$ cat src/rtl/htwp_pkg.sv
// Shared types, character codes and helpers of the hex text word parser.
`timescale 1ns / 1ps
`default_nettype none

package htwp_pkg;

  // Defaults for the top-level parameters.
  localparam int POSITION_WIDTH_DEF  = 16;
  localparam int DIGITS_PER_WORD_DEF = 4;

  // Fixed widths of the result fields.
  localparam int FIELD_WIDTH = 16;

  // Entries in the result queue; two must be free before an item is processed.
  localparam int FIFO_DEPTH = 4;

  localparam logic [7:0] CHAR_TAB     = 8'h09;
  localparam logic [7:0] CHAR_NEWLINE = 8'h0A;
  localparam logic [7:0] CHAR_CR      = 8'h0D;
  localparam logic [7:0] CHAR_SPACE   = 8'h20;
  localparam logic [7:0] CHAR_STAR    = 8'h2A;
  localparam logic [7:0] CHAR_SLASH   = 8'h2F;
  localparam logic [7:0] CHAR_ZERO    = 8'h30;
  localparam logic [7:0] CHAR_NINE    = 8'h39;
  localparam logic [7:0] CHAR_UPPER_A = 8'h41;
  localparam logic [7:0] CHAR_UPPER_F = 8'h46;
  localparam logic [7:0] CHAR_LOWER_A = 8'h61;
  localparam logic [7:0] CHAR_LOWER_F = 8'h66;

  typedef enum logic [1:0] {
    KIND_WORD  = 2'd0,
    KIND_ERROR = 2'd1,
    KIND_END   = 2'd2
  } kind_t;

  typedef enum logic [1:0] {
    ERR_UNEXPECTED   = 2'd0,
    ERR_PARTIAL      = 2'd1,
    ERR_UNTERMINATED = 2'd2
  } err_t;

  typedef enum logic [2:0] {
    MODE_NORMAL = 3'd0,
    MODE_SLASH  = 3'd1,
    MODE_LINE   = 3'd2,
    MODE_BLOCK  = 3'd3,
    MODE_STAR   = 3'd4,
    MODE_HALT   = 3'd5
  } mode_t;

  typedef struct packed {
    kind_t                  kind;
    logic [FIELD_WIDTH-1:0] word_value;
    logic [FIELD_WIDTH-1:0] line_number;
    logic [FIELD_WIDTH-1:0] column_number;
    err_t                   error_code;
    logic                   final_result;
  } result_t;

  // Up to two results written into the queue in one cycle.
  typedef struct packed {
    logic [1:0] count;
    result_t    first;
    result_t    second;
  } push_t;

  typedef struct packed {
    logic       valid;
    logic [3:0] value;
  } hex_t;

  function automatic hex_t hex_digit(input logic [7:0] c);
    hex_t h;
    h.valid = 1'b1;
    h.value = 4'd0;
    if (c inside {[CHAR_ZERO:CHAR_NINE]}) begin
      h.value = 4'(c - CHAR_ZERO);
    end else if (c inside {[CHAR_LOWER_A:CHAR_LOWER_F]}) begin
      h.value = 4'(c - CHAR_LOWER_A + 8'd10);
    end else if (c inside {[CHAR_UPPER_A:CHAR_UPPER_F]}) begin
      h.value = 4'(c - CHAR_UPPER_A + 8'd10);
    end else begin
      h.valid = 1'b0;
    end
    return h;
  endfunction

endpackage

`default_nettype wire

$ cat src/rtl/htwp_char_if.sv
// Character channel: one text byte and its end flag per request.
`timescale 1ns / 1ps
`default_nettype none

interface htwp_char_if;
  logic       valid;
  logic       ready;
  logic [7:0] text_char;
  logic       end_of_text;

  modport source (output valid, output text_char, output end_of_text, input ready);
  modport sink (input valid, input text_char, input end_of_text, output ready);
endinterface

`default_nettype wire

$ cat src/rtl/htwp_result_if.sv
// Result channel: one parsed word, error or end marker per request.
`timescale 1ns / 1ps
`default_nettype none

interface htwp_result_if;
  logic                            valid;
  logic                            ready;
  logic [1:0]                      kind;
  logic [htwp_pkg::FIELD_WIDTH-1:0] word_value;
  logic [htwp_pkg::FIELD_WIDTH-1:0] line_number;
  logic [htwp_pkg::FIELD_WIDTH-1:0] column_number;
  logic [1:0]                      error_code;
  logic                            final_result;

  modport source (output valid, output kind, output word_value, output line_number,
                  output column_number, output error_code, output final_result,
                  input ready);
  modport sink (input valid, input kind, input word_value, input line_number,
                input column_number, input error_code, input final_result,
                output ready);
endinterface

`default_nettype wire

$ cat src/rtl/hex_text_word_parser.sv
// Hex text word parser: turns a stream of text characters into 16-bit words.
// Input channel "chars" carries one byte per request with an end flag on the
// last byte of a text. Output channel "results" carries parsed words, syntax
// errors and the end marker, each with a line and column; final_result marks
// the last result that one character causes.
// A character is taken into an input register, decoded in one pass against
// the scan state once the queue has room, and its results land in a
// four-entry result queue. One character is accepted every cycle while at
// least two queue entries are free; only the end-flagged character may make
// two results. Acceptance depends on the input register and the registered
// queue occupancy: the input stalls when the register is full and fewer than
// two entries are free, so a stalled receiver backs up into the input after
// the queue fills, and nothing is lost or repeated.
// Reset empties the queue and the input register and puts the scanner at
// line 1, column 0, outside any comment, with no partial word.
`timescale 1ns / 1ps
`default_nettype none

module hex_text_word_parser #(
  parameter int POSITION_WIDTH  = htwp_pkg::POSITION_WIDTH_DEF,
  parameter int DIGITS_PER_WORD = htwp_pkg::DIGITS_PER_WORD_DEF
) (
  input  wire logic     clk,
  input  wire logic     rst,
  htwp_char_if.sink     chars,
  htwp_result_if.source results
);

  htwp_pkg::push_t push;
  logic            room;

  htwp_scanner #(
    .POSITION_WIDTH  (POSITION_WIDTH),
    .DIGITS_PER_WORD (DIGITS_PER_WORD)
  ) u_scanner (
    .clk   (clk),
    .rst   (rst),
    .chars (chars),
    .room  (room),
    .push  (push)
  );

  htwp_result_fifo u_result_fifo (
    .clk     (clk),
    .rst     (rst),
    .push    (push),
    .room    (room),
    .results (results)
  );

endmodule

`default_nettype wire

$ cat src/rtl/htwp_scanner.sv
// Input register, scan state and the single-pass character decode.
`timescale 1ns / 1ps
`default_nettype none

module htwp_scanner #(
  parameter int POSITION_WIDTH  = htwp_pkg::POSITION_WIDTH_DEF,
  parameter int DIGITS_PER_WORD = htwp_pkg::DIGITS_PER_WORD_DEF
) (
  input  wire logic            clk,
  input  wire logic            rst,
  htwp_char_if.sink            chars,
  input  wire logic            room,
  output htwp_pkg::push_t      push
);

  localparam int PW = POSITION_WIDTH;
  localparam int AW = 4 * DIGITS_PER_WORD;
  localparam int CW = (DIGITS_PER_WORD > 1) ? $clog2(DIGITS_PER_WORD) : 1;
  localparam logic [PW-1:0] POS_MAX = {PW{1'b1}};
  localparam int FW = htwp_pkg::FIELD_WIDTH;

  // Input register.
  logic       stage_valid;
  logic [7:0] stage_char;
  logic       stage_last;

  // Scan state.
  htwp_pkg::mode_t mode, mode_next;
  logic [CW-1:0]   digit_count;
  logic [AW-1:0]   acc;
  logic [PW-1:0]   line;
  logic [PW-1:0]   column;
  logic [PW-1:0]   word_line;
  logic [PW-1:0]   word_column;
  logic [PW-1:0]   slash_col;

  logic            take;
  logic            fire;
  logic            is_normal;
  logic            is_newline;
  logic            is_space;
  logic            is_slash;
  logic            is_star;
  htwp_pkg::hex_t  hex;
  logic [PW-1:0]   line_new;
  logic [PW-1:0]   column_new;
  logic            digit_first;
  logic            word_done;
  logic [PW-1:0]   start_line;
  logic [PW-1:0]   start_column;
  logic [AW-1:0]   acc_shift;
  logic            slash_bad;
  logic            normal_bad;
  logic            failed;
  logic            in_comment;
  logic            partial;

  assign take   = chars.valid && chars.ready;
  assign fire   = stage_valid && room;
  assign chars.ready = !stage_valid || room;

  always_ff @(posedge clk) begin
    if (rst) begin
      stage_valid <= 1'b0;
    end else if (take) begin
      stage_valid <= 1'b1;
    end else if (fire) begin
      stage_valid <= 1'b0;
    end
    if (take) begin
      stage_char <= chars.text_char;
      stage_last <= chars.end_of_text;
    end
  end

  // Shared decode of the registered character.
  assign is_normal  = !(mode inside {htwp_pkg::MODE_SLASH, htwp_pkg::MODE_LINE,
                                     htwp_pkg::MODE_BLOCK, htwp_pkg::MODE_STAR,
                                     htwp_pkg::MODE_HALT});
  assign is_newline = (stage_char == htwp_pkg::CHAR_NEWLINE);
  assign is_space   = stage_char inside {htwp_pkg::CHAR_SPACE, htwp_pkg::CHAR_TAB,
                                         htwp_pkg::CHAR_CR, htwp_pkg::CHAR_NEWLINE};
  assign is_slash   = (stage_char == htwp_pkg::CHAR_SLASH);
  assign is_star    = (stage_char == htwp_pkg::CHAR_STAR);
  assign hex        = htwp_pkg::hex_digit(stage_char);

  // Counters saturate at all ones; a newline restarts the column.
  assign line_new   = (is_newline && line != POS_MAX) ? line + PW'(1) : line;
  assign column_new = is_newline ? '0 : ((column == POS_MAX) ? column : column + PW'(1));

  assign digit_first  = (digit_count == '0);
  assign word_done    = (digit_count == CW'(DIGITS_PER_WORD - 1));
  assign start_line   = digit_first ? line : word_line;
  assign start_column = digit_first ? column_new : word_column;
  assign acc_shift    = AW'(acc << 4) | AW'(hex.value);

  assign slash_bad  = (mode == htwp_pkg::MODE_SLASH) && !is_slash && !is_star;
  assign normal_bad = is_normal && !is_space && !hex.valid && !(is_slash && !stage_last);
  assign failed     = slash_bad || normal_bad;

  assign in_comment = (mode == htwp_pkg::MODE_BLOCK)
                   || (mode == htwp_pkg::MODE_STAR && !is_slash)
                   || (mode == htwp_pkg::MODE_SLASH && is_star);
  assign partial    = (is_normal && hex.valid) ? !word_done : !digit_first;

  // Next scan mode.
  always_comb begin
    mode_next = mode;
    if (fire) begin
      if (stage_last) begin
        mode_next = htwp_pkg::MODE_NORMAL;
      end else if (failed) begin
        mode_next = htwp_pkg::MODE_HALT;
      end else begin
        case (mode)
          htwp_pkg::MODE_HALT: begin
            mode_next = htwp_pkg::MODE_HALT;
          end
          htwp_pkg::MODE_SLASH: begin
            mode_next = is_slash ? htwp_pkg::MODE_LINE : htwp_pkg::MODE_BLOCK;
          end
          htwp_pkg::MODE_LINE: begin
            if (is_newline) mode_next = htwp_pkg::MODE_NORMAL;
          end
          htwp_pkg::MODE_BLOCK: begin
            if (is_star) mode_next = htwp_pkg::MODE_STAR;
          end
          htwp_pkg::MODE_STAR: begin
            if (is_slash) mode_next = htwp_pkg::MODE_NORMAL;
            else if (!is_star) mode_next = htwp_pkg::MODE_BLOCK;
          end
          default: begin
            mode_next = is_slash ? htwp_pkg::MODE_SLASH : htwp_pkg::MODE_NORMAL;
          end
        endcase
      end
    end
  end

  // Results of the current character.
  always_comb begin
    htwp_pkg::result_t err_res;
    htwp_pkg::result_t word_res;
    htwp_pkg::result_t end_res;
    logic              emit_word;

    err_res.kind          = htwp_pkg::KIND_ERROR;
    err_res.word_value    = '0;
    err_res.line_number   = slash_bad ? FW'(line) : FW'(line_new);
    err_res.column_number = slash_bad ? FW'(slash_col) : FW'(column_new);
    err_res.error_code    = htwp_pkg::ERR_UNEXPECTED;
    err_res.final_result  = 1'b1;

    word_res.kind          = htwp_pkg::KIND_WORD;
    word_res.word_value    = FW'(acc_shift);
    word_res.line_number   = FW'(start_line);
    word_res.column_number = FW'(start_column);
    word_res.error_code    = htwp_pkg::ERR_UNEXPECTED;
    word_res.final_result  = !stage_last;

    end_res.kind          = htwp_pkg::KIND_END;
    end_res.word_value    = '0;
    end_res.line_number   = FW'(line_new);
    end_res.column_number = FW'(column_new);
    end_res.error_code    = htwp_pkg::ERR_UNEXPECTED;
    end_res.final_result  = 1'b1;
    if (in_comment) begin
      end_res.kind       = htwp_pkg::KIND_ERROR;
      end_res.error_code = htwp_pkg::ERR_UNTERMINATED;
    end else if (partial) begin
      end_res.kind       = htwp_pkg::KIND_ERROR;
      end_res.error_code = htwp_pkg::ERR_PARTIAL;
    end

    emit_word = is_normal && hex.valid && word_done;

    push.first  = end_res;
    push.second = end_res;
    push.count  = 2'd0;
    if (fire && mode != htwp_pkg::MODE_HALT) begin
      if (failed) begin
        push.first = err_res;
        push.count = 2'd1;
      end else if (emit_word) begin
        push.first = word_res;
        push.count = stage_last ? 2'd2 : 2'd1;
      end else if (stage_last) begin
        push.count = 2'd1;
      end
    end
  end

  always_ff @(posedge clk) begin
    if (rst || (fire && stage_last)) begin
      mode        <= htwp_pkg::MODE_NORMAL;
      digit_count <= '0;
      acc         <= '0;
      line        <= PW'(1);
      column      <= '0;
      word_line   <= '0;
      word_column <= '0;
      slash_col   <= '0;
    end else begin
      mode <= mode_next;
      if (fire && mode != htwp_pkg::MODE_HALT) begin
        line   <= line_new;
        column <= column_new;
        if (is_normal && hex.valid) begin
          if (digit_first) begin
            word_line   <= start_line;
            word_column <= start_column;
          end
          if (word_done) begin
            digit_count <= '0;
            acc         <= '0;
          end else begin
            digit_count <= digit_count + CW'(1);
            acc         <= acc_shift;
          end
        end
        if (is_normal && is_slash) begin
          slash_col <= column_new;
        end
      end
    end
  end

  // Only the end-flagged character can carry a second result.
  a_two_only_at_end: assert property (@(posedge clk) disable iff (rst)
    push.count == 2'd2 |-> (fire && stage_last))
    else $error("two results from a character without the end flag");

  // Every end-flagged character starts a new text at line 1, column 0.
  a_restart: assert property (@(posedge clk) disable iff (rst)
    fire && stage_last |=> line == PW'(1) && column == '0
                           && mode == htwp_pkg::MODE_NORMAL && digit_count == '0)
    else $error("scan state not restarted after end of text");

  // A halted scan gives nothing, not even for the end-flagged character.
  a_halt_quiet: assert property (@(posedge clk) disable iff (rst)
    mode == htwp_pkg::MODE_HALT |-> push.count == 2'd0)
    else $error("result produced while halted after an error");

  a_count_range: assert property (@(posedge clk) disable iff (rst)
    digit_count <= CW'(DIGITS_PER_WORD - 1))
    else $error("digit count beyond one word");

endmodule

`default_nettype wire

$ cat src/rtl/htwp_result_fifo.sv
// Result queue that takes up to two results per cycle and gives one.
`timescale 1ns / 1ps
`default_nettype none

module htwp_result_fifo (
  input  wire logic        clk,
  input  wire logic        rst,
  input  htwp_pkg::push_t  push,
  output logic             room,
  htwp_result_if.source    results
);

  localparam int DEPTH = htwp_pkg::FIFO_DEPTH;
  localparam int PTR_W = $clog2(DEPTH);
  localparam int CNT_W = $clog2(DEPTH + 1);

  htwp_pkg::result_t entry [DEPTH];
  logic [PTR_W-1:0]  wr_ptr;
  logic [PTR_W-1:0]  wr_ptr_plus;
  logic [PTR_W-1:0]  rd_ptr;
  logic [CNT_W-1:0]  count;
  logic              pop;
  htwp_pkg::result_t head;

  assign wr_ptr_plus = wr_ptr + PTR_W'(1);
  assign pop         = results.valid && results.ready;
  // Registered occupancy only, so the two sides stay decoupled.
  assign room        = (count <= CNT_W'(DEPTH - 2));
  assign head        = entry[rd_ptr];

  assign results.valid         = (count != '0);
  assign results.kind          = head.kind;
  assign results.word_value    = head.word_value;
  assign results.line_number   = head.line_number;
  assign results.column_number = head.column_number;
  assign results.error_code    = head.error_code;
  assign results.final_result  = head.final_result;

  always_ff @(posedge clk) begin
    if (rst) begin
      wr_ptr <= '0;
      rd_ptr <= '0;
      count  <= '0;
    end else begin
      wr_ptr <= wr_ptr + PTR_W'(push.count);
      rd_ptr <= rd_ptr + PTR_W'(pop);
      count  <= count + CNT_W'(push.count) - CNT_W'(pop);
    end
    if (push.count != 2'd0) begin
      entry[wr_ptr] <= push.first;
    end
    if (push.count == 2'd2) begin
      entry[wr_ptr_plus] <= push.second;
    end
  end

  a_no_overflow: assert property (@(posedge clk) disable iff (rst)
    push.count != 2'd0 |-> room)
    else $error("result written without two free entries");

  a_count_bound: assert property (@(posedge clk) disable iff (rst)
    count <= CNT_W'(DEPTH))
    else $error("result queue occupancy beyond its depth");

endmodule

`default_nettype wire
$ cat src/flat_wrapper.sv
// flat-port wrapper written by rule: the top's interface ports become plain ports
module hex_text_word_parser_flat 
#(
  parameter int POSITION_WIDTH  = htwp_pkg::POSITION_WIDTH_DEF,
  parameter int DIGITS_PER_WORD = htwp_pkg::DIGITS_PER_WORD_DEF
)
  (clk, rst, chars_valid, chars_text_char, chars_end_of_text, chars_ready, results_valid, results_kind, results_word_value, results_line_number, results_column_number, results_error_code, results_final_result, results_ready);
  htwp_char_if chars_i ();
  htwp_result_if results_i ();
  input  wire logic clk;
  input  wire logic rst;
  input wire logic [$bits(chars_i.valid)-1:0] chars_valid;
  input wire logic [$bits(chars_i.text_char)-1:0] chars_text_char;
  input wire logic [$bits(chars_i.end_of_text)-1:0] chars_end_of_text;
  output wire logic [$bits(chars_i.ready)-1:0] chars_ready;
  output wire logic [$bits(results_i.valid)-1:0] results_valid;
  output wire logic [$bits(results_i.kind)-1:0] results_kind;
  output wire logic [$bits(results_i.word_value)-1:0] results_word_value;
  output wire logic [$bits(results_i.line_number)-1:0] results_line_number;
  output wire logic [$bits(results_i.column_number)-1:0] results_column_number;
  output wire logic [$bits(results_i.error_code)-1:0] results_error_code;
  output wire logic [$bits(results_i.final_result)-1:0] results_final_result;
  input wire logic [$bits(results_i.ready)-1:0] results_ready;
  assign chars_i.valid = chars_valid;
  assign chars_i.text_char = chars_text_char;
  assign chars_i.end_of_text = chars_end_of_text;
  assign chars_ready = chars_i.ready;
  assign results_valid = results_i.valid;
  assign results_kind = results_i.kind;
  assign results_word_value = results_i.word_value;
  assign results_line_number = results_i.line_number;
  assign results_column_number = results_i.column_number;
  assign results_error_code = results_i.error_code;
  assign results_final_result = results_i.final_result;
  assign results_i.ready = results_ready;
  hex_text_word_parser #(.POSITION_WIDTH(POSITION_WIDTH), .DIGITS_PER_WORD(DIGITS_PER_WORD)) u_core (.clk(clk), .rst(rst), .chars(chars_i), .results(results_i));
endmodule
$ cat config.mk
export PLATFORM = sky130hd
export DESIGN_NAME = hex_text_word_parser_flat
export DESIGN_NICKNAME = d
export VERILOG_FILES = /design/src/rtl/htwp_pkg.sv /design/src/rtl/htwp_char_if.sv /design/src/rtl/htwp_result_if.sv /design/src/rtl/hex_text_word_parser.sv /design/src/rtl/htwp_scanner.sv /design/src/rtl/htwp_result_fifo.sv /design/src/flat_wrapper.sv
export SDC_FILE = /design/constraint.sdc
export NUM_CORES = 1
export LEC_CHECK = 0
export BUFFER_PORTS_ARGS = -buffer_cell sky130_fd_sc_hd__buf_4
export CAP_MARGIN = 20
export CORE_MARGIN = 2
export CORE_UTILIZATION = 46
export CTS_CLUSTER_SIZE = 20
export DETAILED_ROUTE_END_ITERATION = 12
export PLACE_DENSITY = 0.68
export RECOVER_POWER = 100
export SYNTH_ARGS = -nofsm -noshare
export SYNTH_HDL_FRONTEND = slang
export SYNTH_SLANG_ARGS = --single-unit
$ cat constraint.sdc
create_clock -name clk -period 4.2 [get_ports clk]
set_input_delay 0.84 -clock clk [delete_from_list [all_inputs] [get_ports clk]]
set_output_delay 0.84 -clock clk [all_outputs]
set_load 0.02 [all_outputs]
; After elaboration in Yosys (flattened, before gate mapping)
; Memory sizes are Yosys's and may differ from the RTL's. A register that Yosys moved wholly into a read port is not among the register bits.
; Cells that the tools add are included.
[word_totals]
ff_bits = 114
ramBits = 212
inputBits = 13
out_inout_bits = 55
wordCells = 142
mem_count = 1
[mem_list]
columns = name, depth, width, rd, rd_clocked_by_memory_dff, write_ports, line_no
row1 = u_core.u_result_fifo.entry, 4, 53, 1, 1, 2, htwp_result_fifo.sv:17  ; htwp_pkg::result_t entry [DEPTH];
[op_classes]
addsub = 13
magnitude_cmp = 7
eq_ne = 19
n_mux = 42
n_bitwise = 1
n_reduce_logical = 45
[ops]
columns = cell, count
row1 = 16-bit two-way mux, 7
row2 = 55-bit two-way mux, 2
row3 = 53-bit two-way mux, 1
row4 = 16-bit by 1-bit adder with 16-bit output (second input constant), 2
row5 = 8-bit by 4-bit equality test with 1-bit output (second input constant), 3
row6 = 8-bit by 6-bit equality test with 1-bit output (second input constant), 3
row7 = 1-bit logical AND, 20
row8 = 3-bit two-way mux, 6
row9 = 16-bit equality test (second input constant), 1
row10 = 8-bit by 7-bit greater-or-equal comparator with 1-bit output (second input constant), 2
row11 = 8-bit by 7-bit less-or-equal comparator with 1-bit output (second input constant), 2
row12 = 16-bit inequality test (second input constant), 1
row13 = 16-bit by 4-bit bitwise OR with 16-bit output, 1
row14 = 3-bit case mux with 5 select lines, 1
row15 = 1-bit two-way mux, 14
row16 = 2-bit two-way mux, 7
row17 = 12-bit two-way mux, 1
row18 = 4-bit two-way mux, 3
row19 = 4-bit by 1-bit subtractor with 4-bit output (second input constant), 3
row20 = 1-bit zero test, 10
row21 = 4-bit adder (second input constant), 2
row22 = 8-bit by 6-bit greater-or-equal comparator with 1-bit output (second input constant), 1
row23 = 8-bit by 6-bit less-or-equal comparator with 1-bit output (second input constant), 1
row24 = 4-bit inequality test (second input constant), 2
row25 = 21 further kinds, 31

; Depth between registers and ports, before layout
; Gate-level depths: netlist of the first run.
[logic_depth]
word_depth = 15
ltp_mapped = 16
mapped_depth_nobuf = 14

; Modules after synthesis
; A second synthesis of the first run with hierarchy kept.
[unflattened]
hier_cells = 1403
hier_area_um2 = 17337.9
[modules_own_cells]
columns = mod, n_inst, cells_each, area_per_inst_um2, seq_area_each_um2
row1 = htwp_result_fifo, 1, 559, 10706.5, 6506.2
row2 = htwp_scanner, 1, 844, 6631.4, 2232.1

; Least setup slack after synthesis of the first run
; No wires, ideal clock.
[synth_timing]
kind = register -> register
startpoint = reg u_core.u_scanner.stage_char[0]
endpoint = mem u_core.u_result_fifo.entry[0][10] (netlist name), enable pin
setup_ns = 0.394
arrival_time_ns = 3.938
t_required_ns = 3.806
path_slack_ns = -0.131
stages_incl_launch_ff = 14
path_buffers = 3
period_less_slack_ns = 4.331
path_cell_list = edfxtp_1 inv_1 ha_1 o21bai_1 a2111oi_2 nand2b_1 buf_4 and3_1 ha_1 nand2b_1 or3_1 buf_2 buf_6 nand2_1
[synth_rtl]
columns = item, line_no
row1 = from (decl), htwp_scanner.sv:24  ; logic [7:0] stage_char;
row2 = from (signal assigned), htwp_scanner.sv:71  ; stage_char <= chars.text_char;
row3 = to (decl), htwp_result_fifo.sv:17

==> impl_metrics.json, run 1 <==
{
  "status": "finished, violations left",
  "violations": "capacitance limit, slew limit",
  "rows": 68,
  "cp-start-kind": "register",
  "synth.area.top_cells": "edfxtp_1 29%, dfxtp_1 22%, mux4_2 7.5%",
  "dp.cells": 2049,
  "report.final.setup_viol": 0,
  "slew_headroom": -0.1008,
  "yosysTopAreaCell": "edfxtp_1",
  "clockBufferDepth": 3,
  "initial_core_util": 0.4637,
  "nets": 1661,
  "synth_seq_area_share": 0.5068,
  "dp_hpwl_um": 30310,
  "rsz0062_at_grt": "no",
  "port-buffer-count": 67,
  "cts_root_buf": "clkbuf_16",
  "cts_buffers": 36,
  "drtAntennaViolNets": 0,
  "setup_ws_ps": 230.0,
  "via_per_inst": 6.245,
  "drc_errors": 0,
  "routed.top_layer": "met4",
  "total_leakage_power_nw": 5.754,
  "synth.distinct_cells": 84,
  "slew_violations": 92,
  "final_cells": 2113,
  "grt_first_pass_wirelength_um": 70350,
  "drt_iter0_markers": 1855,
  "worstPathMaxFanout": 43,
  "cts_resized": 0,
  "arrival_ps": 4180,
  "criticalPathCategory": "register to register",
  "first_global_vias": 12217,
  "syn_nets": 1622,
  "design.core.area_um2": 34290,
  "area_growth_pct": 12.32,
  "place_congestion": 0.9071,
  "hold_viol": 0,
  "hp-class": "register to register",
  "grt_overflow": 0,
  "die_x_um": 189.9,
  "crit_required_ps": 4410,
  "vias": 13195,
  "tritoncts": "done",
  "drt_pass1_iterations": 6,
  "clk_pin_slew_ps": 60,
  "clkSinkCount": 326,
  "max-vdd-ir-drop_mv": 0.2586,
  "diodes": 0,
  "wl_per_cell_um": 21.68,
  "insertion_delay_ps": 520,
  "powerDensity_nw_per_um2": 462.5,
  "min_period_ps": 3970,
  "cts_setup_buffers": 0,
  "synth_edf_count": 153,
  "fmax_mhz": 251.9,
  "dr_wl_met3_um": 4804,
  "num_io_pins": 68,
  "syn_area_um2": 15900,
  "post-route-period-util": 0.9452,
  "placed_area_um2": 17100,
  "fin_area_um2": 17860,
  "dr_wl_met2_um": 20300,
  "fp.dieH_um": 189.9,
  "wirelength_um": 45800,
  "synth_top_area_frac": 0.2890,
  "ys_ff_latch": 326,
  "ys.flop_type": "dfxtp_1",
  "die-area_um2": 36070,
  "drive_gt1_frac": 0.1309,
  "clock_skew_ps": 10.59,
  "antenna_found_initial": 0,
  "grt_use_total": 0.2509,
  "async_flop_share": 0,
  "finalSetupTns_ps": 0,
  "synth_cells": 1593,
  "fin_hold_ws_ps": 452.6,
  "cts_hold_buf": 0,
  "grt_start_max_net_pins": 50,
  "avgSynthCellArea_um2": 9.981,
  "h-tree-depth": 2,
  "end_kind": "register",
  "drv_cap": 2,
  "yosysWarnings": 0,
  "place_ws_ps": 371.5,
  "max_slew.worst_pin.slew_ps": 1651,
  "drt-met1-wl_um": 19710,
  "fill_cells": 3062
}
==> layout make-up <==
| cell class | instances | area, um2 | area share |
|---|---|---|---|
| Sequential cell | 326 | 8060 | 0.4514 |
| Multi-Input combinational cell | 1118 | 7237 | 0.4053 |
| Clock buffer | 54 | 1051 | 0.05886 |
| Timing Repair Buffer | 133 | 779.5 | 0.04365 |
| Tap cell | 455 | 569.3 | 0.03188 |
| Clock inverter | 10 | 96.34 | 0.005395 |
| Inverter | 17 | 63.81 | 0.003573 |
==> where the power goes <==
| part | internal, W | switching, W |
|---|---|---|
| Sequential | 0.00348 | 0.000208 |
| Clock | 0.00180 | 0.00127 |
| Combinational | 0.000551 | 0.000945 |
| Total | 0.00584 | 0.00242 |
==> worst max-delay path: stages (launching register included) <==
cell      delay, ps
edfxtp_1        500
or4b_1          570
or3_1           380
nand2b_1        120
and3_1          170
ha_1            260
nor2_1          150
a21oi_1         220
o21ai_4         230
buf_2           850
o22ai_1         180
==> cell usage after synthesis (all sizes together) (10+ instances only) <==
master / instances
nand2: 216
a21oi: 188
dfxtp: 173
nor2: 162
edfxtp: 153
clkbuf: 93
o22ai: 92
nand3: 64
mux4: 53
buf: 39
o21ai: 37
a22oi: 22
nor3: 22
inv: 16
ha: 15
o2bb2ai: 15
and2: 14
and3: 12
nand4: 12
nor3b: 12
xnor2: 12
or3: 11
mux2i: 10
nor4: 10
==> cell families after synthesis <==
logic type | after synthesis | synth area share
flip-flops | 326 | 0.5068
multiplexers | 71 | 0.08704
adder cells (fa/ha/maj) | 16 | 0.01306
AO/OA/AOI/OAI | 442 | 0.1798
buffers and inverters | 149 | 0.03809
AND/OR/NAND/NOR | 568 | 0.1636
XOR/XNOR | 21 | 0.01157
==> registers in the layout, indices dropped and copies added, names as in the netlist, 2 cells and up <==
register	flops
u_core.u_scanner.slash_col	16
u_core.u_scanner.word_column	16
u_core.u_result_fifo.count	3
u_core.u_scanner.mode	3
u_core.u_scanner.column	16
u_core.u_scanner.word_line	16
u_core.u_result_fifo.entry	212
u_core.u_scanner.digit_count	2
u_core.u_scanner.acc	12
u_core.u_scanner.stage_char	8
u_core.u_scanner.line	16
u_core.u_result_fifo.rd_ptr	2
u_core.u_result_fifo.wr_ptr	2
==> worst paths after layout <==
| path | start | to | slack, ps | depth (start not counted) |
|---|---|---|---|---|
| max reg2reg | u_core.u_scanner.stage_char[3] | u_core.u_result_fifo.entry[2][6] | 230 | 10 |
| max | u_core.u_scanner.stage_char[3] | u_core.u_result_fifo.entry[2][6] | 230 | 10 |
| min reg2reg | u_core.u_result_fifo.entry[1][43] | u_core.u_result_fifo.entry[1][43] | 450 | 2 |
| min | u_core.u_result_fifo.entry[1][43] | u_core.u_result_fifo.entry[1][43] | 450 | 2 |
==> layout by cell type (no fill, tap or decap), types with 32 or more instances in the layout <==
cell,netlist,final
a21oi_1,184,185
buf_4,1,48
clkbuf_1,93,73
clkbuf_16,0,37
dfxtp_1,173,171
edfxtp_1,153,153
mux4_2,53,53
nand2_1,216,213
nand3_1,63,63
nor2_1,162,162
o21ai_0,30,32
o22ai_1,92,92
==> routing by layer <==
metal	global-route usage	vias to the layer above
met5	0	-
met4	0.06559	0
met3	0.04907	78
met2	0.3828	681
met1	0.3664	6417
li1	-	6019
==> through the flow <==
stage | utilization | total power, W
detailed placement | 0.4987 | 0.005429
global placement | 0.4987 | 0.005409
CTS | 0.5322 | 0.008463
floorplan | - | 0.004768
global route | 0.5208 | 0.008549
finish | 0.5208 | 0.008258
No activity file was read; power rests on OpenSTA's default activity.
==> run 2, diff against run 1 <==
Settings changed: CELL_PAD_IN_SITES_DETAIL_PLACEMENT set to 0, CELL_PAD_IN_SITES_GLOBAL_PLACEMENT set to 2, CORE_UTILIZATION 46 to 37, PLACE_DENSITY 0.68 to 0.8, SLEW_MARGIN set to 20, TNS_END_PERCENT set to 100.
==> run 2 against run 1 <==
The run now ends clean. Non-clock buffer count increased by 10. Core utilization is 9.1 points lower. Die area increased by 24%. Hold slack worse by 1.5 ps. Cell area is 1.5% higher. Critical path depth unchanged. Combinational power grew 10%. Largest cell class unchanged. Highest routed layer unchanged.
==> impl_metrics.json, run 2 (synthesis results as in run 1) <==
{
  "drt_pass1_iterations": 6,
  "clock_skew_ps": 20.27,
  "cts_buffers": 38,
  "diodes": 0,
  "vias": 13049,
  "wl_per_cell_um": 22.94,
  "cts_hold_buf": 0,
  "place_congestion": 0.8437,
  "cp-start-kind": "register",
  "die_x_um": 211.3,
  "num_io_pins": 68,
  "min_period_ps": 3859,
  "dp_hpwl_um": 33140,
  "via_per_inst": 5.897,
  "clockBufferDepth": 3,
  "fin_hold_ws_ps": 451.1,
  "clk_pin_slew_ps": 50,
  "drc_errors": 0,
  "h-tree-depth": 2,
  "cp_top_family": "simple AND/OR/NAND/NOR gates",
  "cpMaxStageDelayCell": "nor4_4",
  "design.core.area_um2": 42130,
  "largest_reg_flops": 212,
  "total_leakage_power_nw": 5.826,
  "hp-class": "register to register",
  "powerDensity_nw_per_um2": 473.4,
  "critPathMaxStageDelay_ps": 600,
  "worst-path-stages": 10,
  "drv_cap": 0,
  "fin_area_um2": 18130,
  "finalSetupTns_ps": 0,
  "die-area_um2": 44640,
  "place_ws_ps": 411.7,
  "startpoint": "u_core.u_scanner.stage_char[3]",
  "first_global_vias": 12750,
  "report.final.setup_viol": 0,
  "worstPathMaxFanout": 11,
  "slew_violations": 0,
  "crit_buf_inv": 1,
  "cts_root_buf": "clkbuf_16",
  "path_common_cell": "nand2b_1",
  "post-route-period-util": 0.9187,
  "port-buffer-count": 67,
  "drive_gt1_frac": 0.1344,
  "cts_setup_buffers": 0,
  "status": "finished, final reports clean",
  "grt_start_max_net_pins": 56,
  "grt_overflow": 0,
  "crit_required_ps": 4590,
  "grt_use_total": 0.2295,
  "hold_viol": 0,
  "wirelength_um": 50770,
  "tritoncts": "done",
  "final_cell_mix": "213 x nand2_1, 185 x a21oi_1, 171 x dfxtp_1",
  "placed_area_um2": 17270,
  "largest_register": "u_core.u_result_fifo.entry",
  "setup_ws_ps": 341.5,
  "worstRegToRegCells": 10,
  "antenna_found_initial": 1,
  "endpoint": "u_core.u_result_fifo.entry[1][17]",
  "max_slew.worst_pin.slew_ps": 1201,
  "insertion_delay_ps": 560,
  "criticalPathCategory": "register to register",
  "grt_first_pass_wirelength_um": 77580,
  "drtAntennaViolNets": 0,
  "cts_resized": 0,
  "final_common_cell": "nand2_1",
  "slew_headroom": 0.1922,
  "clkSinkCount": 326,
  "end_kind": "register",
  "max-vdd-ir-drop_mv": 0.2451,
  "area_growth_pct": 14.01,
  "fmax_mhz": 259.2,
  "arrival_ps": 4250,
  "initial_core_util": 0.3773,
  "crit_chain": "or4b_1 -> or3_1 -> nand2b_1 -> and3_1 -> ha_1 -> nand2b_1 -> nor4_4 -> clkbuf_2 -> a21oi_1 -> o22ai_1",
  "nets": 1673,
  "drt_iter0_markers": 1166,
  "rr_endpoint": "u_core.u_result_fifo.entry[1][17]",
  "fp.dieH_um": 211.3,
  "timing.rr.start": "u_core.u_scanner.stage_char[3]",
  "rsz0062_at_grt": "no",
  "reg2reg_slack_ps": 340,
  "rows": 75
}
run 2: changes by cell type in the layout (fill, tap and decap cells not counted), moves of 2 or more:
cell / before / now
clkbuf_8: 6 / 0
clkbuf_2: 8 / 12
clkbuf_1: 73 / 82
clkinv_2: 5 / 8
clkbuf_16: 37 / 42
o21ai_0: 32 / 34
clkinv_1: 1 / 3
o21ai_1: 2 / 0
o311ai_2: 0 / 2
run 2: how the worst min path moves through the flow:
| stage | cells after the start | slack (ps) | end | startpoint |
|---|---|---|---|---|
| floorplan | 2 | 430 | u_core.u_result_fifo.entry[1][35] | u_core.u_result_fifo.entry[1][35] |
| global placement | 2 | 440 | u_core.u_result_fifo.entry[2][45] | u_core.u_result_fifo.entry[2][45] |
| detailed placement | 2 | 440 | u_core.u_scanner.word_column[8] | u_core.u_scanner.word_column[8] |
| CTS | 1 | 430 | u_core.u_scanner.stage_last | chars_end_of_text |
| global route | 1 | 470 | u_core.u_scanner.stage_char[5] | chars_text_char[5] |
| finish | 2 | 450 | u_core.u_result_fifo.entry[3][41] | u_core.u_result_fifo.entry[3][41] |
run 2: cell type report:
cell class	count	area, um2
fill	4118	24010
clock buffer	56	1104
sequential	326	8060
multi-input combinational	1118	7271
inverter	17	63.81
clock inverter	14	123.9
tap	539	674.4
timing repair buffer	143	829.5
run 2: report_power, final:
group          switching (W)  internal (W)  total, W
sequential          0.000157       0.00348   0.00364
clock                0.00134       0.00195   0.00329
combinational        0.00107      0.000579   0.00165
total                0.00257       0.00601   0.00858
run 2: through the flow:
step                power (W)  cells    util
finish               0.008582   2213  0.4302
global route         0.008904   2213  0.4302
CTS                  0.008809   2213  0.4390
detailed placement   0.005518   2143  0.4099
global placement     0.005503   2143  0.4099
floorplan            0.004768   1593       -
run 2: worst min-delay path, stage by stage (launching register included):
cell and delay [ps]:
dfxtp_1 300, nand2_1 50, a21oi_1 50
run 2: layer usage:
layer | wire length (um) | vias up | track usage
met5 | 0 | - | 0
met4 | 1194 | 0 | 0.06581
met3 | 3507 | 75 | 0.04806
met2 | 23200 | 450 | 0.3608
met1 | 22860 | 6465 | 0.3199
li1 | - | 6059 | -
==> run 3, diff against run 2 <==
Settings changed: CORE_UTILIZATION 37 to 40, SYNTH_HIERARCHICAL set to 1.
==> run 3 against run 2 <==
Flip-flop and latch count stayed put. The flow now finishes with violations (capacitance limit, slew limit). Largest power group unchanged. Global-route usage is 2.7 points lower. Wire length is 12% lower. Register-to-register slack better by 30 ps. Total power is 1.1% lower. Clock-buffer cell count stayed put. Hold slack worse by 6.4 ps. Cell area is 7.2% higher. Setup slack worse by 3.4 ps. Critical path depth is 7 lower.
==> impl_metrics.json, run 3 <==
{
  "status": "finished, violations left",
  "violations": "capacitance limit, slew limit",
  "drt_iter0_markers": 741,
  "clkSinkCount": 326,
  "rows": 76,
  "pwr-share-comb": 0.177,
  "slew_violations": 37,
  "cts_setup_buffers": 0,
  "fin_util": 0.4533,
  "fmax_mhz": 258.9,
  "post-synth-top-count-cell": "edfxtp_1",
  "final_common_cell": "edfxtp_1",
  "clk_pin_slew_ps": 60,
  "powerDensity_nw_per_um2": 436.6,
  "num_io_pins": 68,
  "nets": 1484,
  "synth_common_cells": "221 x edfxtp_1, 194 x mux2_2, 105 x dfxtp_1, 95 x nand2_1, 64 x a21oi_1",
  "setup_ws_ps": 338.0,
  "crit_chain": "buf_4 -> mux4_2 -> clkbuf_2",
  "yosysTopAreaCell": "edfxtp_1",
  "design.core.area_um2": 42890,
  "arrival_ps": 3020,
  "drive_gt1_frac": 0.2567,
  "initial_core_util": 0.4043,
  "cts_resized": 0,
  "fp.dieH_um": 212.2,
  "power.switching_w": 0.002354,
  "cell_internal_pwr_w": 0.006133,
  "synth_edf_count": 221,
  "critPathMaxStageDelay_ps": 1140,
  "vias": 11459,
  "max-vdd-ir-drop_mv": 0.2869,
  "grt_use_total": 0.2026,
  "report.final.setup_viol": 0,
  "total_leakage_power_nw": 6.889,
  "max_slew.worst_pin.slew_ps": 1519,
  "via_per_inst": 5.528,
  "hp-class": "register to register",
  "grt_overflow": 0,
  "synth.distinct_cells": 84,
  "power_frac_clock": 0.389,
  "finalSetupTns_ps": 0,
  "rsz0062_at_grt": "no",
  "multi_input_area_um2": 7792,
  "crit_buf_inv": 2,
  "fill_cells": 4031,
  "synth_seq_area_share": 0.5040,
  "first_global_vias": 11765,
  "drv_cap": 1,
  "ys.flop_type": "edfxtp_1",
  "slew_headroom": -0.01436,
  "register_area_um2": 8740,
  "clock_skew_ps": 14.22,
  "largest_reg_flops": 212,
  "die-area_um2": 45030,
  "p_seq_frac": 0.433,
  "post-route-period-util": 0.9195,
  "async_flop_share": 0,
  "hold_viol": 0,
  "synth_cells": 1403,
  "worstPathMaxFanout": 17,
  "die_x_um": 212.2,
  "tritoncts": "done",
  "switching_share": 0.2774,
  "cp-start-kind": "register",
  "synth_top_area_frac": 0.3828,
  "cts_root_buf": "clkbuf_16",
  "end_kind": "primary output",
  "place_ws_ps": 458.9,
  "clockBufferDepth": 3,
  "place_congestion": 0.8310,
  "drtAntennaViolNets": 0,
  "synth.area.top_cells": "edfxtp_1 38%, mux2_2 13%, dfxtp_1 12%",
  "criticalPathCategory": "register to primary output",
  "cp_top_family": "flip-flops",
  "cts_hold_buf": 0,
  "dp_hpwl_um": 28370,
  "min_period_ps": 3862,
  "port-buffer-count": 67,
  "area_growth_pct": 12.12,
  "avgSynthCellArea_um2": 12.36,
  "grt_first_pass_wirelength_um": 69300,
  "syn_area_um2": 17340,
  "cts_buffers": 39,
  "ys_ff_latch": 326,
  "yosysWarnings": 6,
  "drc_errors": 0,
  "diodes": 0,
  "cpMaxStageDelayCell": "dfxtp_1",
  "final_cell_mix": "221 x edfxtp_1, 192 x mux2_2, 104 x dfxtp_1",
  "crit_required_ps": 3360,
  "antenna_found_initial": 0,
  "wl_per_cell_um": 21.59,
  "grt_start_max_net_pins": 37,
  "insertion_delay_ps": 550,
  "h-tree-depth": 2,
  "drt_pass1_iterations": 4,
  "wirelength_um": 44750,
  "largest_register": "u_core/u_result_fifo/entry"
}
[run 3: cell types whose count changed after synthesis, sizes merged, moves of 17 or more]
cell,previous run,this run
clkbuf,93,45
nand2,216,96
and2,14,31
o22ai,92,10
nor2,162,60
edfxtp,153,221
buf,39,73
a21oi,188,67
dfxtp,173,105
xnor2,12,30
mux2,8,215
inv,16,44
a22oi,22,5
nand3,64,36
[run 3: worst paths after layout]
| kind | slack, ps | startpoint | cells after the start | end |
|---|---|---|---|---|
| hold / removal | 440 | u_core/u_scanner/acc[10] | 2 | u_core/u_scanner/acc[10] |
| setup / recovery | 340 | u_core/u_result_fifo/rd_ptr[0] | 3 | results_column_number[2] |
| hold reg to reg | 440 | u_core/u_scanner/acc[10] | 2 | u_core/u_scanner/acc[10] |
| setup reg to reg | 370 | u_core/u_scanner/stage_char[6] | 8 | u_core/u_result_fifo/entry[2][18] |
[run 3: layout make-up]
cell class / instances / share of cell area
Clock buffer: 56 / 0.05889
Clock inverter: 15 / 0.005406
Inverter: 44 / 0.008496
Multi-Input combinational cell: 930 / 0.4008
Sequential cell: 326 / 0.4496
Tap cell: 585 / 0.03765
Timing Repair Buffer: 117 / 0.03913
[run 3: cell families (layout without fill, tap and decap cells)]
logic type               after synthesis  in the layout  synth area share
multiplexers                         287            287            0.2238
AO/OA/AOI/OAI                        228            228           0.08819
XOR/XNOR                              35             35           0.01956
buffers and inverters                162            232           0.04655
adder cells (fa/ha/maj)               13             13          0.009814
other                                  2             17         0.0004332
AND/OR/NAND/NOR                      350            350            0.1077
flip-flops                           326            326            0.5040
[run 3: layer usage]
metal  vias to the layer above  track usage  routed length, um
li1                       5428            -                  -
met1                      5787       0.2606              19820
met2                       176       0.3525              22390
met3                        68      0.02526               1342
met4                         0      0.06969               1203
met5                         -            0                  0
[run 3: worst min-delay path, stage by stage, from the launching register on]
cell,delay [ps]
dfxtp_1,300
nand2_1,50
a21oi_1,50
[run 3: power by group through the flow]
stage / clock network, W / logic [W] / registers (W)
after floorplan: 0 / 0.00114 / 0.00367
after global placement: 0 / 0.00171 / 0.00375
after detailed placement: 0 / 0.00171 / 0.00375
after CTS: 0.00339 / 0.00172 / 0.00368
after global routing: 0.00351 / 0.00163 / 0.00370
final: 0.00330 / 0.00151 / 0.00368
[run 3: per-stage QoR]
| stage | total power (W) | hold WS (ps) | instances | instance area, um2 |
|---|---|---|---|---|
| 2_1_floorplan | 0.004813 | 427.3 | 1418 | 17410 |
| 3_3_place_gp | 0.005451 | 435.7 | 2002 | 18640 |
| 3_5_place_dp | 0.005463 | 442.4 | 2002 | 18640 |
| 4_1_cts | 0.008795 | 442.6 | 2073 | 19890 |
| 5_1_grt | 0.008833 | 472.5 | 2073 | 19440 |
| 6_report | 0.008487 | 444.7 | 2073 | 19440 |
